**src/design/lhq_pkg.sv**
```systemverilog
// Shared types, codes and constants for the leftist min-heap queue.
package lhq_pkg;

   localparam int DEFAULT_CAPACITY = 64;
   localparam int VALUE_W = 32;
   localparam int OCC_W = 7;

   localparam logic [1:0] FUNC_INSERT  = 2'd0;
   localparam logic [1:0] FUNC_GET_MIN = 2'd1;
   localparam logic [1:0] FUNC_DEL_MIN = 2'd2;

   localparam logic [1:0] STATUS_OK    = 2'd0;
   localparam logic [1:0] STATUS_EMPTY = 2'd1;
   localparam logic [1:0] STATUS_FULL  = 2'd2;

   typedef struct packed {
      logic [1:0]                func;
      logic signed [VALUE_W-1:0] value;
   } lhq_req_type;

   typedef struct packed {
      logic signed [VALUE_W-1:0] min_value;
      logic [1:0]                status;
      logic [OCC_W-1:0]          occupancy;
   } lhq_rsp_type;

   typedef struct packed {
      logic go;
      logic is_insert;
   } lhq_merge_cmd_type;

   typedef enum logic [2:0] {
      M_IDLE,
      M_SPLIT,
      M_LOAD_B,
      M_FETCH_A,
      M_COMPARE,
      M_ASCEND
   } lhq_merge_state_type;

   typedef enum logic [1:0] {
      T_IDLE,
      T_ALLOC,
      T_MERGE
   } lhq_top_state_type;

endpackage

```
**src/design/lhq_path_stack.sv**
```systemverilog
// LIFO of the nodes passed on the way down a merge, popped on the way back up.
module lhq_path_stack #(
   parameter int DEPTH = 14,
   parameter int WIDTH = 8
) (
   input  logic             clock,
   input  logic             reset,
   input  logic             push,
   input  logic             pop,
   input  logic [WIDTH-1:0] push_data,
   output logic [WIDTH-1:0] top_data,
   output logic             empty
);

   localparam int PTR_W = $clog2(DEPTH + 1);
   localparam int IDX_W = $clog2(DEPTH);

   logic [WIDTH-1:0] entry_ff [DEPTH];
   logic [PTR_W-1:0] ptr_ff, ptr_in;
   logic [PTR_W-1:0] top_ptr;

   assign top_ptr  = ptr_ff - PTR_W'(1);
   assign top_data = entry_ff[top_ptr[IDX_W-1:0]];
   assign empty    = (ptr_ff == '0);

   always_comb begin
      ptr_in = ptr_ff;
      if (push) begin
         ptr_in = ptr_ff + PTR_W'(1);
      end else if (pop) begin
         ptr_in = top_ptr;
      end
   end

   always_ff @(posedge clock) begin
      if (reset) begin
         ptr_ff <= '0;
      end else begin
         ptr_ff <= ptr_in;
      end
   end

   always_ff @(posedge clock) begin
      if (push) begin
         entry_ff[ptr_ff[IDX_W-1:0]] <= push_data;
      end
   end

endmodule

```
**src/design/lhq_merge_unit.sv**
```systemverilog
// Node memory and the sequencer that merges two leftist heaps along their right spines.
module lhq_merge_unit #(
   parameter int CAPACITY = lhq_pkg::DEFAULT_CAPACITY,
   localparam int IDX_W  = $clog2(CAPACITY),
   localparam int LINK_W = $clog2(CAPACITY + 1)
) (
   input  logic                              clock,
   input  logic                              reset,
   input  lhq_pkg::lhq_merge_cmd_type        cmd,
   input  logic [LINK_W-1:0]                 root_link,
   input  logic [IDX_W-1:0]                  new_slot,
   input  logic signed [lhq_pkg::VALUE_W-1:0] new_value,
   output logic                              done,
   output logic [LINK_W-1:0]                 new_root,
   output logic signed [lhq_pkg::VALUE_W-1:0] new_root_value
);

   localparam int VW = lhq_pkg::VALUE_W;
   // rank = null-path length + 1, so an absent child has rank 0
   localparam int RANK_W = $clog2($clog2(CAPACITY + 1) + 1);
   localparam int STACK_DEPTH = 2 * $clog2(CAPACITY + 1);
   localparam int ENTRY_W = IDX_W + VW + LINK_W + RANK_W;
   localparam logic [LINK_W-1:0] NIL = LINK_W'(CAPACITY);

   // node memory, one field array each, common address
   logic signed [VW-1:0] value_ram [CAPACITY];
   logic [LINK_W-1:0]    left_ram  [CAPACITY];
   logic [LINK_W-1:0]    right_ram [CAPACITY];
   logic [RANK_W-1:0]    rank_ram  [CAPACITY];
   logic [RANK_W-1:0]    lrank_ram [CAPACITY];

   logic                 wr_en;
   logic [IDX_W-1:0]     wr_addr;
   logic signed [VW-1:0] wr_value;
   logic [LINK_W-1:0]    wr_left, wr_right;
   logic [RANK_W-1:0]    wr_rank, wr_lrank;
   logic [IDX_W-1:0]     rd_addr;

   logic signed [VW-1:0] rd_value_ff;
   logic [LINK_W-1:0]    rd_left_ff, rd_right_ff;
   logic [RANK_W-1:0]    rd_rank_ff, rd_lrank_ff;

   lhq_pkg::lhq_merge_state_type state_ff, state_in;

   logic [LINK_W-1:0]    a_ff, a_in, b_ff, b_in;
   logic signed [VW-1:0] wb_value_ff, wb_value_in;
   logic [LINK_W-1:0]    wb_left_ff, wb_left_in, wb_right_ff, wb_right_in;
   logic [RANK_W-1:0]    wb_rank_ff, wb_rank_in, wb_lrank_ff, wb_lrank_in;
   logic [LINK_W-1:0]    r_ff, r_in;
   logic [RANK_W-1:0]    rr_ff, rr_in;
   logic signed [VW-1:0] rv_ff, rv_in;

   logic                 push, pop, stack_empty;
   logic [ENTRY_W-1:0]   push_data, top_data;
   logic [IDX_W-1:0]     top_slot;
   logic signed [VW-1:0] top_value;
   logic [LINK_W-1:0]    top_left;
   logic [RANK_W-1:0]    top_lrank;

   logic                 a_nil, a_greater, split_leaf;
   logic [LINK_W-1:0]    split_a, split_b;

   lhq_path_stack #(
      .DEPTH (STACK_DEPTH),
      .WIDTH (ENTRY_W)
   ) u_path_stack (
      .clock     (clock),
      .reset     (reset),
      .push      (push),
      .pop       (pop),
      .push_data (push_data),
      .top_data  (top_data),
      .empty     (stack_empty)
   );

   assign top_lrank = top_data[RANK_W-1:0];
   assign top_left  = top_data[RANK_W +: LINK_W];
   assign top_value = top_data[RANK_W + LINK_W +: VW];
   assign top_slot  = top_data[RANK_W + LINK_W + VW +: IDX_W];

   assign a_nil     = (a_ff == NIL);
   assign a_greater = (rd_value_ff > wb_value_ff);
   assign split_leaf = (rd_left_ff == NIL) && (rd_right_ff == NIL);
   // keep the non-empty child in b
   assign split_b   = (rd_right_ff == NIL) ? rd_left_ff : rd_right_ff;
   assign split_a   = (rd_right_ff == NIL) ? NIL : rd_left_ff;

   assign new_root       = r_ff;
   assign new_root_value = rv_ff;

   always_comb begin
      state_in = state_ff;
      case (state_ff)
         lhq_pkg::M_IDLE: begin
            if (cmd.go) begin
               state_in = cmd.is_insert ? lhq_pkg::M_FETCH_A : lhq_pkg::M_SPLIT;
            end
         end
         lhq_pkg::M_SPLIT: begin
            state_in = split_leaf ? lhq_pkg::M_ASCEND : lhq_pkg::M_LOAD_B;
         end
         lhq_pkg::M_LOAD_B: begin
            state_in = lhq_pkg::M_FETCH_A;
         end
         lhq_pkg::M_FETCH_A: begin
            state_in = a_nil ? lhq_pkg::M_ASCEND : lhq_pkg::M_COMPARE;
         end
         lhq_pkg::M_COMPARE: begin
            state_in = lhq_pkg::M_FETCH_A;
         end
         lhq_pkg::M_ASCEND: begin
            if (stack_empty) begin
               state_in = lhq_pkg::M_IDLE;
            end
         end
         default: begin
            state_in = lhq_pkg::M_IDLE;
         end
      endcase
   end

   always_comb begin
      a_in        = a_ff;
      b_in        = b_ff;
      wb_value_in = wb_value_ff;
      wb_left_in  = wb_left_ff;
      wb_right_in = wb_right_ff;
      wb_rank_in  = wb_rank_ff;
      wb_lrank_in = wb_lrank_ff;
      r_in        = r_ff;
      rr_in       = rr_ff;
      rv_in       = rv_ff;
      wr_en       = 1'b0;
      wr_addr     = top_slot;
      wr_value    = top_value;
      wr_left     = top_left;
      wr_right    = r_ff;
      wr_rank     = rr_ff + RANK_W'(1);
      wr_lrank    = top_lrank;
      rd_addr     = a_ff[IDX_W-1:0];
      push        = 1'b0;
      pop         = 1'b0;
      push_data   = {a_ff[IDX_W-1:0], rd_value_ff, rd_left_ff, rd_lrank_ff};
      done        = 1'b0;
      case (state_ff)
         lhq_pkg::M_IDLE: begin
            if (cmd.go && cmd.is_insert) begin
               // new single-node heap goes to memory and straight into the b register
               wr_en       = 1'b1;
               wr_addr     = new_slot;
               wr_value    = new_value;
               wr_left     = NIL;
               wr_right    = NIL;
               wr_rank     = RANK_W'(1);
               wr_lrank    = '0;
               a_in        = root_link;
               b_in        = LINK_W'(new_slot);
               wb_value_in = new_value;
               wb_left_in  = NIL;
               wb_right_in = NIL;
               wb_rank_in  = RANK_W'(1);
               wb_lrank_in = '0;
            end else if (cmd.go) begin
               rd_addr = root_link[IDX_W-1:0];
            end
         end
         lhq_pkg::M_SPLIT: begin
            rd_addr = split_b[IDX_W-1:0];
            a_in    = split_a;
            b_in    = split_b;
            if (split_leaf) begin
               r_in  = NIL;
               rr_in = '0;
               rv_in = '0;
            end
         end
         lhq_pkg::M_LOAD_B: begin
            wb_value_in = rd_value_ff;
            wb_left_in  = rd_left_ff;
            wb_right_in = rd_right_ff;
            wb_rank_in  = rd_rank_ff;
            wb_lrank_in = rd_lrank_ff;
         end
         lhq_pkg::M_FETCH_A: begin
            if (a_nil) begin
               r_in  = b_ff;
               rr_in = wb_rank_ff;
               rv_in = wb_value_ff;
            end
         end
         lhq_pkg::M_COMPARE: begin
            push = 1'b1;
            if (a_greater) begin
               // b holds the smaller root: it stays on top, a's heap goes down its right spine
               push_data   = {b_ff[IDX_W-1:0], wb_value_ff, wb_left_ff, wb_lrank_ff};
               a_in        = wb_right_ff;
               b_in        = a_ff;
               wb_value_in = rd_value_ff;
               wb_left_in  = rd_left_ff;
               wb_right_in = rd_right_ff;
               wb_rank_in  = rd_rank_ff;
               wb_lrank_in = rd_lrank_ff;
            end else begin
               a_in = rd_right_ff;
            end
         end
         lhq_pkg::M_ASCEND: begin
            if (stack_empty) begin
               done = 1'b1;
            end else begin
               pop   = 1'b1;
               wr_en = 1'b1;
               if (top_lrank < rr_ff) begin
                  wr_left  = r_ff;
                  wr_right = top_left;
                  wr_lrank = rr_ff;
                  wr_rank  = top_lrank + RANK_W'(1);
               end
               r_in  = LINK_W'(top_slot);
               rr_in = wr_rank;
               rv_in = top_value;
            end
         end
         default: begin
            done = 1'b0;
         end
      endcase
   end

   always_ff @(posedge clock) begin
      if (reset) begin
         state_ff <= lhq_pkg::M_IDLE;
      end else begin
         state_ff <= state_in;
      end
   end

   always_ff @(posedge clock) begin
      a_ff        <= a_in;
      b_ff        <= b_in;
      wb_value_ff <= wb_value_in;
      wb_left_ff  <= wb_left_in;
      wb_right_ff <= wb_right_in;
      wb_rank_ff  <= wb_rank_in;
      wb_lrank_ff <= wb_lrank_in;
      r_ff        <= r_in;
      rr_ff       <= rr_in;
      rv_ff       <= rv_in;
   end

   always_ff @(posedge clock) begin
      if (wr_en) begin
         value_ram[wr_addr] <= wr_value;
         left_ram[wr_addr]  <= wr_left;
         right_ram[wr_addr] <= wr_right;
         rank_ram[wr_addr]  <= wr_rank;
         lrank_ram[wr_addr] <= wr_lrank;
      end
      rd_value_ff <= value_ram[rd_addr];
      rd_left_ff  <= left_ram[rd_addr];
      rd_right_ff <= right_ram[rd_addr];
      rd_rank_ff  <= rank_ram[rd_addr];
      rd_lrank_ff <= lrank_ram[rd_addr];
   end

endmodule

```
**src/design/leftist_min_heap_queue.sv**
```systemverilog
// Top level: request decode, free-slot stack, counters and result register.
//
//  channel | ports                    | direction | handshake
//  --------+--------------------------+-----------+-------------------------------
//  request | start, busy, req_item    | in        | taken when start & !busy
//  result  | rsp_valid, rsp_item      | out       | one-cycle strobe, no backpressure
//
// Get minimum, delete on an empty heap, insert on a full heap and the unused code answer in the
// cycle after the item is taken, with busy staying low.
// Insert and delete hold busy high until the merge is done; the merge passes the nodes of
// the merge path, at most 2*log2(CAPACITY+1) of them, one by one through the node memory.
// Synchronous reset empties the heap at once; there is no clearing pass.
module leftist_min_heap_queue #(
   parameter int CAPACITY = lhq_pkg::DEFAULT_CAPACITY
) (
   input  logic                 clock,
   input  logic                 reset,
   input  logic                 start,
   output logic                 busy,
   input  lhq_pkg::lhq_req_type req_item,
   output logic                 rsp_valid,
   output lhq_pkg::lhq_rsp_type rsp_item
);

   localparam int IDX_W = $clog2(CAPACITY);
   localparam int CNT_W = $clog2(CAPACITY + 1);
   localparam int VW = lhq_pkg::VALUE_W;
   localparam logic [CNT_W-1:0] NIL = CNT_W'(CAPACITY);

   lhq_pkg::lhq_top_state_type state_ff, state_in;

   logic [CNT_W-1:0]     count_ff, count_in;
   logic [CNT_W-1:0]     hwm_ff, hwm_in;
   logic [CNT_W-1:0]     root_ff, root_in;
   logic signed [VW-1:0] root_value_ff, root_value_in;
   logic signed [VW-1:0] value_ff, value_in;
   logic                 rsp_valid_ff, rsp_valid_in;
   lhq_pkg::lhq_rsp_type rsp_item_ff, rsp_item_in;

   // entries at or above the high-water mark were never written; such a slot is used as its own number
   logic [IDX_W-1:0]     free_ram [CAPACITY];
   logic [IDX_W-1:0]     free_rd_ff;
   logic [IDX_W-1:0]     free_rd_addr;
   logic                 free_wr;
   logic [IDX_W-1:0]     free_wr_addr;
   logic [CNT_W-1:0]     count_dec;

   lhq_pkg::lhq_merge_cmd_type merge_cmd;
   logic                 merge_done;
   logic [CNT_W-1:0]     merge_root;
   logic signed [VW-1:0] merge_root_value;
   logic [IDX_W-1:0]     alloc_slot;

   logic                 accept, full, empty;

   assign accept    = start && !busy;
   assign busy      = (state_ff != lhq_pkg::T_IDLE);
   assign full      = (count_ff == NIL);
   assign empty     = (root_ff == NIL) || (count_ff == '0);
   assign count_dec = count_ff - CNT_W'(1);
   assign rsp_valid = rsp_valid_ff;
   assign rsp_item  = rsp_item_ff;

   assign free_rd_addr = full ? '0 : count_ff[IDX_W-1:0];
   assign free_wr_addr = count_dec[IDX_W-1:0];
   assign alloc_slot   = (count_ff == hwm_ff) ? count_ff[IDX_W-1:0] : free_rd_ff;

   lhq_merge_unit #(
      .CAPACITY (CAPACITY)
   ) u_merge_unit (
      .clock          (clock),
      .reset          (reset),
      .cmd            (merge_cmd),
      .root_link      (root_ff),
      .new_slot       (alloc_slot),
      .new_value      (value_ff),
      .done           (merge_done),
      .new_root       (merge_root),
      .new_root_value (merge_root_value)
   );

   always_comb begin
      state_in = state_ff;
      case (state_ff)
         lhq_pkg::T_IDLE: begin
            if (accept && (req_item.func == lhq_pkg::FUNC_INSERT) && !full) begin
               state_in = lhq_pkg::T_ALLOC;
            end else if (accept && (req_item.func == lhq_pkg::FUNC_DEL_MIN) && !empty) begin
               state_in = lhq_pkg::T_MERGE;
            end
         end
         lhq_pkg::T_ALLOC: begin
            state_in = lhq_pkg::T_MERGE;
         end
         lhq_pkg::T_MERGE: begin
            if (merge_done) begin
               state_in = lhq_pkg::T_IDLE;
            end
         end
         default: begin
            state_in = lhq_pkg::T_IDLE;
         end
      endcase
   end

   always_comb begin
      count_in      = count_ff;
      hwm_in        = hwm_ff;
      root_in       = root_ff;
      root_value_in = root_value_ff;
      value_in      = value_ff;
      rsp_valid_in  = 1'b0;
      rsp_item_in   = rsp_item_ff;
      merge_cmd     = '0;
      free_wr       = 1'b0;
      case (state_ff)
         lhq_pkg::T_IDLE: begin
            if (accept) begin
               value_in              = req_item.value;
               rsp_item_in.min_value = '0;
               rsp_item_in.status    = lhq_pkg::STATUS_OK;
               rsp_item_in.occupancy = lhq_pkg::OCC_W'(count_ff);
               case (req_item.func)
                  lhq_pkg::FUNC_INSERT: begin
                     if (full) begin
                        rsp_valid_in       = 1'b1;
                        rsp_item_in.status = lhq_pkg::STATUS_FULL;
                     end
                  end
                  lhq_pkg::FUNC_GET_MIN: begin
                     rsp_valid_in = 1'b1;
                     if (empty) begin
                        rsp_item_in.status = lhq_pkg::STATUS_EMPTY;
                     end else begin
                        rsp_item_in.min_value = root_value_ff;
                     end
                  end
                  lhq_pkg::FUNC_DEL_MIN: begin
                     if (empty) begin
                        rsp_valid_in       = 1'b1;
                        rsp_item_in.status = lhq_pkg::STATUS_EMPTY;
                     end else begin
                        merge_cmd.go        = 1'b1;
                        merge_cmd.is_insert = 1'b0;
                        free_wr             = 1'b1;
                        count_in            = count_dec;
                     end
                  end
                  default: begin
                     rsp_valid_in = 1'b1;
                  end
               endcase
            end
         end
         lhq_pkg::T_ALLOC: begin
            merge_cmd.go        = 1'b1;
            merge_cmd.is_insert = 1'b1;
            count_in            = count_ff + CNT_W'(1);
            if (count_ff == hwm_ff) begin
               hwm_in = hwm_ff + CNT_W'(1);
            end
         end
         lhq_pkg::T_MERGE: begin
            if (merge_done) begin
               root_in               = merge_root;
               root_value_in         = merge_root_value;
               rsp_valid_in          = 1'b1;
               rsp_item_in.min_value = '0;
               rsp_item_in.status    = lhq_pkg::STATUS_OK;
               rsp_item_in.occupancy = lhq_pkg::OCC_W'(count_ff);
            end
         end
         default: begin
            rsp_valid_in = 1'b0;
         end
      endcase
   end

   always_ff @(posedge clock) begin
      if (reset) begin
         state_ff     <= lhq_pkg::T_IDLE;
         count_ff     <= '0;
         hwm_ff       <= '0;
         root_ff      <= NIL;
         rsp_valid_ff <= 1'b0;
      end else begin
         state_ff     <= state_in;
         count_ff     <= count_in;
         hwm_ff       <= hwm_in;
         root_ff      <= root_in;
         rsp_valid_ff <= rsp_valid_in;
      end
   end

   always_ff @(posedge clock) begin
      root_value_ff <= root_value_in;
      value_ff      <= value_in;
      rsp_item_ff   <= rsp_item_in;
   end

   always_ff @(posedge clock) begin
      if (free_wr) begin
         free_ram[free_wr_addr] <= root_ff[IDX_W-1:0];
      end
      free_rd_ff <= free_ram[free_rd_addr];
   end

   a_rsp_when_idle: assert property (@(posedge clock) disable iff (reset)
      rsp_valid |-> !busy)
      else $error("result shown while a request is in progress");

   a_count_bound: assert property (@(posedge clock) disable iff (reset)
      count_ff <= NIL)
      else $error("stored count above capacity");

   a_root_matches_count: assert property (@(posedge clock) disable iff (reset)
      (state_ff == lhq_pkg::T_IDLE) |-> ((root_ff == NIL) == (count_ff == '0)))
      else $error("heap root and stored count disagree");

   a_done_in_merge: assert property (@(posedge clock) disable iff (reset)
      merge_done |-> (state_ff == lhq_pkg::T_MERGE))
      else $error("merge finished outside of a merge");

   a_get_min_answers: assert property (@(posedge clock) disable iff (reset)
      (accept && (req_item.func == lhq_pkg::FUNC_GET_MIN)) |=> rsp_valid)
      else $error("get minimum did not answer in the next cycle");

endmodule

```
**config.mk**
```make
export PLATFORM = sky130hd
export DESIGN_NAME = leftist_min_heap_queue
export DESIGN_NICKNAME = d
export VERILOG_FILES = /design/src/design/lhq_pkg.sv /design/src/design/lhq_path_stack.sv /design/src/design/lhq_merge_unit.sv /design/src/design/leftist_min_heap_queue.sv
export SDC_FILE = /design/constraint.sdc
export NUM_CORES = 2
export LEC_CHECK = 0
export BUFFER_PORTS_ARGS = -buffer_cell sky130_fd_sc_hd__buf_2
export CAP_MARGIN = 25
export CORE_MARGIN = 2
export CORE_UTILIZATION = 63
export DETAILED_ROUTE_END_ITERATION = 10
export PLACE_DENSITY = 0.76
export SYNTH_ARGS = -nofsm -noshare
export SYNTH_HDL_FRONTEND = slang
export SYNTH_MEMORY_MAX_BITS = 65536
export SYNTH_SLANG_ARGS = --single-unit
```
**constraint.sdc**
```tcl
create_clock -name clock -period 11.4 [get_ports clock]
set_input_delay 1.14 -clock clock [delete_from_list [all_inputs] [get_ports clock]]
set_output_delay 1.14 -clock clock [all_outputs]
set_load 0.02 [all_outputs]
```
== After elaboration in Yosys (flattened, before gate mapping) ==
Memory sizes are Yosys's and may differ from the RTL's. A register that Yosys moved wholly into a read port is not among the register bits.
Cells that the tools add are included.

* Add/sub/neg operators: 7
* Multipliers: 0
* Div/mod/pow operators: 0
* Magnitude comparators: 2
* Eq/ne operators: 27
* Shift operators: 0
* Multiplexer cells: 112
* Bitwise operators: 0
* Reduce and logical (&&, ||, !) cells: 36

{| class="wikitable"
|+ Operators with widths
! kind !! count
|-
| $mux 32 || 9
|-
| $pmux 32 s3 || 2
|-
| $mux 7 || 21
|-
| $pmux 7 s3 || 5
|-
| $mux 48 || 2
|-
| $mux 41 || 2
|-
| $pmux 41 s2 || 1
|-
| $mux 3 || 16
|-
| $pmux 7 s2 || 3
|-
| $mux 6 || 6
|-
| $eq 7x7->1 const B || 5
|-
| $gt 32x32->1 || 1
|-
| $pmux 3 s3 || 3
|-
| $mux 1 || 22
|-
| $mux 2 || 8
|-
| $pmux 3 s5 || 1
|-
| $add 7x1->7 const B || 2
|-
| $ne 2x1->1 const B || 6
|-
| $pmux 3 s2 || 2
|-
| $pmux 6 s2 || 1
|-
| $reduce_and 2->1 || 6
|-
| $ne 2x2->1 const B || 5
|-
| $reduce_and 3->1 || 3
|-
| $reduce_bool 3->1 || 3
|-
| 26 further kinds || 49
|}

* Bits in registers: 244
* Latch bits: 0
* Memory bits (writable): 4384
* ROM bits: 0
* Input port bits: 37
* Logic and storage cells: 213
* Memories kept: 7

{| class="wikitable"
|+ Memories
! memory !! depth !! bits a word !! rd ports !! clocked after memory_dff !! wr ports !! line !! text
|-
| u_merge_unit.value_ram || 64 || 32 || 1 || 1 || 1 || lhq_merge_unit.sv:26 || <nowiki>logic signed [VW-1:0] value_ram [CAPACITY];</nowiki>
|-
| u_merge_unit.u_path_stack.entry_ff || 14 || 48 || 1 || 0 || 1 || lhq_path_stack.sv:18 || <nowiki>logic [WIDTH-1:0] entry_ff [DEPTH];</nowiki>
|-
| u_merge_unit.left_ram || 64 || 7 || 1 || 1 || 1 || lhq_merge_unit.sv:27 || <nowiki>logic [LINK_W-1:0] left_ram [CAPACITY];</nowiki>
|-
| u_merge_unit.right_ram || 64 || 7 || 1 || 1 || 1 || lhq_merge_unit.sv:28 || <nowiki>logic [LINK_W-1:0] right_ram [CAPACITY];</nowiki>
|-
| free_ram || 64 || 6 || 1 || 1 || 1 || leftist_min_heap_queue.sv:41 || <nowiki>logic [IDX_W-1:0] free_ram [CAPACITY];</nowiki>
|-
| u_merge_unit.lrank_ram || 64 || 3 || 1 || 1 || 1 || lhq_merge_unit.sv:30 || <nowiki>logic [RANK_W-1:0] lrank_ram [CAPACITY];</nowiki>
|-
| 1 more memories || - || - || - || - || - || - ||
|}

== Logic depth before layout (Yosys ltp) ==
* Depth after elaboration: 11
* Mapped depth: 20

== Modules after synthesis ==
Synthesis repeated with hierarchy kept, for this count alone.

* Cells, all modules: 8430
* Area, all modules: 179465.9 um2

{| class="wikitable"
|+ By module, submodules not included
! module !! instances !! cells each !! area an instance (um2)
|-
| lhq_merge_unit || 1 || 5981 || 133581.9
|-
| lhq_path_stack || 1 || 1131 || 25758.5
|-
| leftist_min_heap_queue || 1 || 1318 || 20125.6
|}

== Worst setup path after synthesis ==
No wires, ideal clock.

* Kind: register -> register
* Start: register u_merge_unit.u_path_stack.ptr_ff[0]
* End: memory u_merge_unit.lrank_ram[0][1] (netlist bit), data pin
* Arrival: 8197 ps
* Data required time: 10698 ps
* Slack: 2502 ps
* Cell stages (with the launch flop): 19
* Path buffers: 8
* Period minus slack after synthesis: 8898 ps
* Cells stage by stage: dfxtp_1 > buf_2 > buf_2 > buf_2 > buf_2 > buf_2 > clkbuf_1 > inv_1 > ha_1 > xnor2_1 > clkbuf_1 > clkbuf_1 > mux4_2 > ha_1 > a21o_1 > a21oi_2 > nand2_1 > mux2i_1 > o21ai_0

* Word-level cells in the longest chain between the ends: 6

{| class="wikitable"
|+ RTL lines
! element !! line !! text
|-
| from (decl) || lhq_path_stack.sv:19 || <nowiki>logic [PTR_W-1:0] ptr_ff, ptr_in;</nowiki>
|-
| from (signal assigned) || lhq_path_stack.sv:39 || <nowiki>ptr_ff <= ptr_in;</nowiki>
|-
| $sub 4x1->4 || lhq_path_stack.sv:22 || <nowiki>assign top_ptr = ptr_ff - PTR_W'(1);</nowiki>
|-
| $mem_v2 14x48 || - ||
|-
| $lt 3x3->1 || lhq_merge_unit.sv:213 || <nowiki>if (top_lrank < rr_ff) begin</nowiki>
|-
| $mux 3 || lhq_merge_unit.sv:213 ||
|-
| $mux 3 || lhq_merge_unit.sv:208 || <nowiki>if (stack_empty) begin</nowiki>
|-
| $pmux 3 s2 (*) || lhq_merge_unit.sv:145 || <nowiki>case (state_ff)</nowiki>
|-
| named net u_merge_unit.wr_lrank[1] || lhq_merge_unit.sv:36 || <nowiki>logic [RANK_W-1:0] wr_rank, wr_lrank;</nowiki>
|-
| to (decl) || lhq_merge_unit.sv:30 ||
|}

The timed path passes the listed nets; every way through them passes the cells marked *.

== Worst setup path after layout ==
* Start: register count_ff[0]
* End: register u_merge_unit.rd_value_ff[7], read port of u_merge_unit.value_ram

* Word-level cells in the longest chain between the ends: 9

{| class="wikitable"
|+ RTL lines
! element !! line !! text
|-
| from (decl) || leftist_min_heap_queue.sv:32 || <nowiki>logic [CNT_W-1:0] count_ff, count_in;</nowiki>
|-
| from (signal assigned) || leftist_min_heap_queue.sv:188 || <nowiki>count_ff <= count_in;</nowiki>
|-
| $logic_not 7->1 (*) || leftist_min_heap_queue.sv:59 || <nowiki>assign empty = (root_ff == NIL) || (count_ff == '0);</nowiki>
|-
| $logic_or 1x1->1 (*) || leftist_min_heap_queue.sv:59 ||
|-
| $mux 2 (*) || leftist_min_heap_queue.sv:139 || <nowiki>if (empty) begin</nowiki>
|-
| $mux 2 (*) || leftist_min_heap_queue.sv:123 || <nowiki>case (req_item.func)</nowiki>
|-
| $mux 2 (*) || leftist_min_heap_queue.sv:118 || <nowiki>if (accept) begin</nowiki>
|-
| $pmux 2 s2 (*) || leftist_min_heap_queue.sv:116 || <nowiki>case (state_ff)</nowiki>
|-
| $mux 6 / $logic_and 1x1->1 (equally long branches) || lhq_merge_unit.sv:163, lhq_merge_unit.sv:147 ||
|-
| $mux 6 (*) || lhq_merge_unit.sv:147 || <nowiki>if (cmd.go && cmd.is_insert) begin</nowiki>
|-
| $pmux 6 s2 (*) || lhq_merge_unit.sv:145 ||
|-
| to (decl) || lhq_merge_unit.sv:39 || <nowiki>logic signed [VW-1:0] rd_value_ff;</nowiki>
|}

Every way passes the cells marked *; elsewhere a longest branch is shown, timed or not.
A chain may end at the register's enable or synchronous reset.

==> flow_summary.yaml <==
route:
  drt-total-wl_um: 487000
  first_pass_iters: 7
  antenna_left: 0
  vias: 108000
  drcViolationCount: 0
  dr.first_iter.drc_count: 16700
  wire_per_inst_um: 30.6
  viasPerCell: 6.77
synthesis:
  synth_area_per_cell_sq_um: 15.7
  postSynthCellCount: 11600
  synth_top_area_share: 0.755
  synth_nets: 11700
  ys.flop_type: "edfxtp_1"
  ys_seq_area_frac: 0.764
  ys_seq_elements: 4686
  synth_commonest_cells: "4,597 x edfxtp_1, 1,796 x nand2_1, 1,287 x nand3_1"
  yosysTopAreaCell: "edfxtp_1"
  synth.distinct_cells: 73
  synth.most_common_cell: "edfxtp_1"
  synth-edff-count: 4597
  ys_warn_count: 0
  async_reset_ff_frac: 0
  netlist_area_sq_um: 183000
  synthTopCellsByArea: "edfxtp_1 75%, mux2i_1 5.0%, nand2_1 3.7%"
hold_path:
  hold_class: "in -> reg"
power_and_ir_drop:
  power_density_nw_per_um2: 211
  finalPower_mw: 42.8
  p_leak_nw: 69.4
  ir_drop_mv: 0.215
floorplan:
  die_w_um: 543
  io_pins: 80
  rows: 197
  die_h_um: 543
  start_util: 0.634
  die-area_sq_um: 295000
  coreArea_sq_um: 288000
final_layout:
  layout.area.seq_sq_um: 140000
  nFillCells: 17600
  post-route-util: 0.704
  multiInputGateArea_sq_um: 40900
  synthToLayoutAreaGrowth_pct: 11.0
  final_cell_count_no_fill: 15900
  layout-drive-gt1-share: 0.125
  nNetsFinal: 11800
critical_path:
  crit_type: "reg -> reg"
  critPathMaxFanout: 98
  slowest_delay_ns: 1.07
  cp.required_ns: 12.22
  critPathLaunchType: "register"
  critPathSlowestCell: "a221oi_4"
  crit_family: "simple AND/OR/NAND/NOR gates"
  crit_arrival_ns: 7.89
  crit_buf_inv: 3
  crit_chain: "inv_1 -> ha_1 -> or3b_4 -> nor3_4 -> nor4b_4 -> a221oi_4 -> buf_12 -> buf_4 -> mux2i_1 -> o22ai_1 -> o21ai_0 -> nand4_1 -> or3_1"
  endpoint_kind: "register"
place:
  port_buffers: 79
  place.gp.congestion: 0.916
  placedCellCount: 15100
  hpwl_um: 257000
sta:
  maxSlewViolCount: 0
  clock_skew_ns: 0.0787
  setup_viol: 0
  tightest_slew_ns: 1.30
  max_freq_mhz: 141
  post-route-period-util: 0.620
  slew_headroom: 0.133
  rsz0062_at_grt: "false"
  hold_viol: 0
  period_needed_ns: 7.07
  setup-tns-final_ns: 0
clocking:
  cts_root_buf: "clkbuf_16"
  holdBufCountCts: 0
  htree_levels: 5
  clkSlewWorstSetupHoldPaths_ns: 0.06
  cts.path.max_buffers: 4
  cts_tree: "yes"
  cts_made_buffers: 450
  cts_resized: 0
  clk_latency_ns: 1.04
  clock_sinks: 4686
  post_cts_buffers: 0
grt:
  grt_remaining_overflow: 0
  grt_pass1_wl_um: 700000
  grt_pass1_vias: 105000
  grt_usage: 0.327
  antenna_found_initial: 30
  grt_max_degree: 204
flow_run:
  cap_viol_max_count: 0
run_status:
  status: "completed"
-- cell families after synthesis --
logic type | Yosys count | share of synthesized area
compound gates | 1045 | 0.0353
xor+xnor | 31 | 0.00148
fa+ha+maj | 48 | 0.00328
buf+inv | 759 | 0.0187
flops | 4686 | 0.764
mux | 1258 | 0.0845
simple gates | 3791 | 0.0924
-- power by group --
part           internal (mW)  switching, mW
registers               19.5          0.415
clock network           8.28           6.38
logic                   2.47           5.70
-- metrics by stage --
step	instance area [sq um]	hold WS, ns	setup WS (ns)
5_1_grt	203000	0.318	4.24
4_1_cts	203000	0.301	4.66
3_3_place_gp	188000	0.407	4.42
6_report	203000	0.333	4.33
2_1_floorplan	183000	0.400	2.50
3_5_place_dp	188000	0.405	4.36
-- per-layer routing --
| layer | part of all wire | track usage |
|---|---|---|
| met5 | 0.00030 | 0 |
| met4 | 0.038 | 0.121 |
| met2 | 0.47 | 0.512 |
| met1 | 0.36 | 0.451 |
| met3 | 0.13 | 0.0778 |
-- final timing paths --
check,startpoint,to,slack [ns],cells past startpoint
worst max-delay path,count_ff[0],u_merge_unit.rd_value_ff[7],4.33,13
worst min-delay path,req_item[23],value_ff[23],0.33,1
worst max register to register,count_ff[0],u_merge_unit.rd_value_ff[7],4.33,13
worst min register to register,u_merge_unit.new_root_value[23],root_value_ff[23],0.40,0
-- cells in the final DEF, fill, tap and decap left out, drive strengths merged, types with 38 or more instances in the layout --
master,instances
buf,353
clkinv,191
mux2,123
mux4,217
dfxtp,89
ha,48
nand4,171
edfxtp,4597
nand3,1287
nand2,1796
clkbuf,593
or3,76
inv,70
mux2i,918
o21ai,293
and2,60
a22o,38
nor2,308
a21oi,87
o22ai,469
a211oi,38
-- worst reg2reg max path: stages (launching register included) --
cell and delay [ns]:
dfxtp_4 0.36, inv_1 0.61, ha_1 0.42, or3b_4 0.45
nor3_4 0.25, nor4b_4 0.16, a221oi_4 1.07, buf_12 0.55
buf_4 0.95, mux2i_1 0.30, o22ai_1 0.13, o21ai_0 0.31
nand4_1 0.69, or3_1 0.65
-- sequential cells by signal, indices dropped and copies added, names as in the netlist, 32 cells and up --
signal	count
u_merge_unit.value_ram	2048
u_merge_unit.u_path_stack.entry_ff	672
u_merge_unit.left_ram	448
u_merge_unit.right_ram	448
free_ram	384
u_merge_unit.lrank_ram	192
u_merge_unit.rank_ram	192
rsp_item	41
root_value_ff	32
u_merge_unit.new_root_value	32
u_merge_unit.rd_value_ff	32
u_merge_unit.wb_value_ff	32
value_ff	32
-- area by class of cell --
type                    instances  share of cell area
clock inverters               248              0.0118
clock buffers                 593              0.0597
diodes                         14            0.000173
flip-flops and latches       4686               0.689
repair buffers                353              0.0137
inverters                      61             0.00113
well taps                    3781              0.0233
multi-input cells            6173               0.202
(Power assumes the default switching activity.)
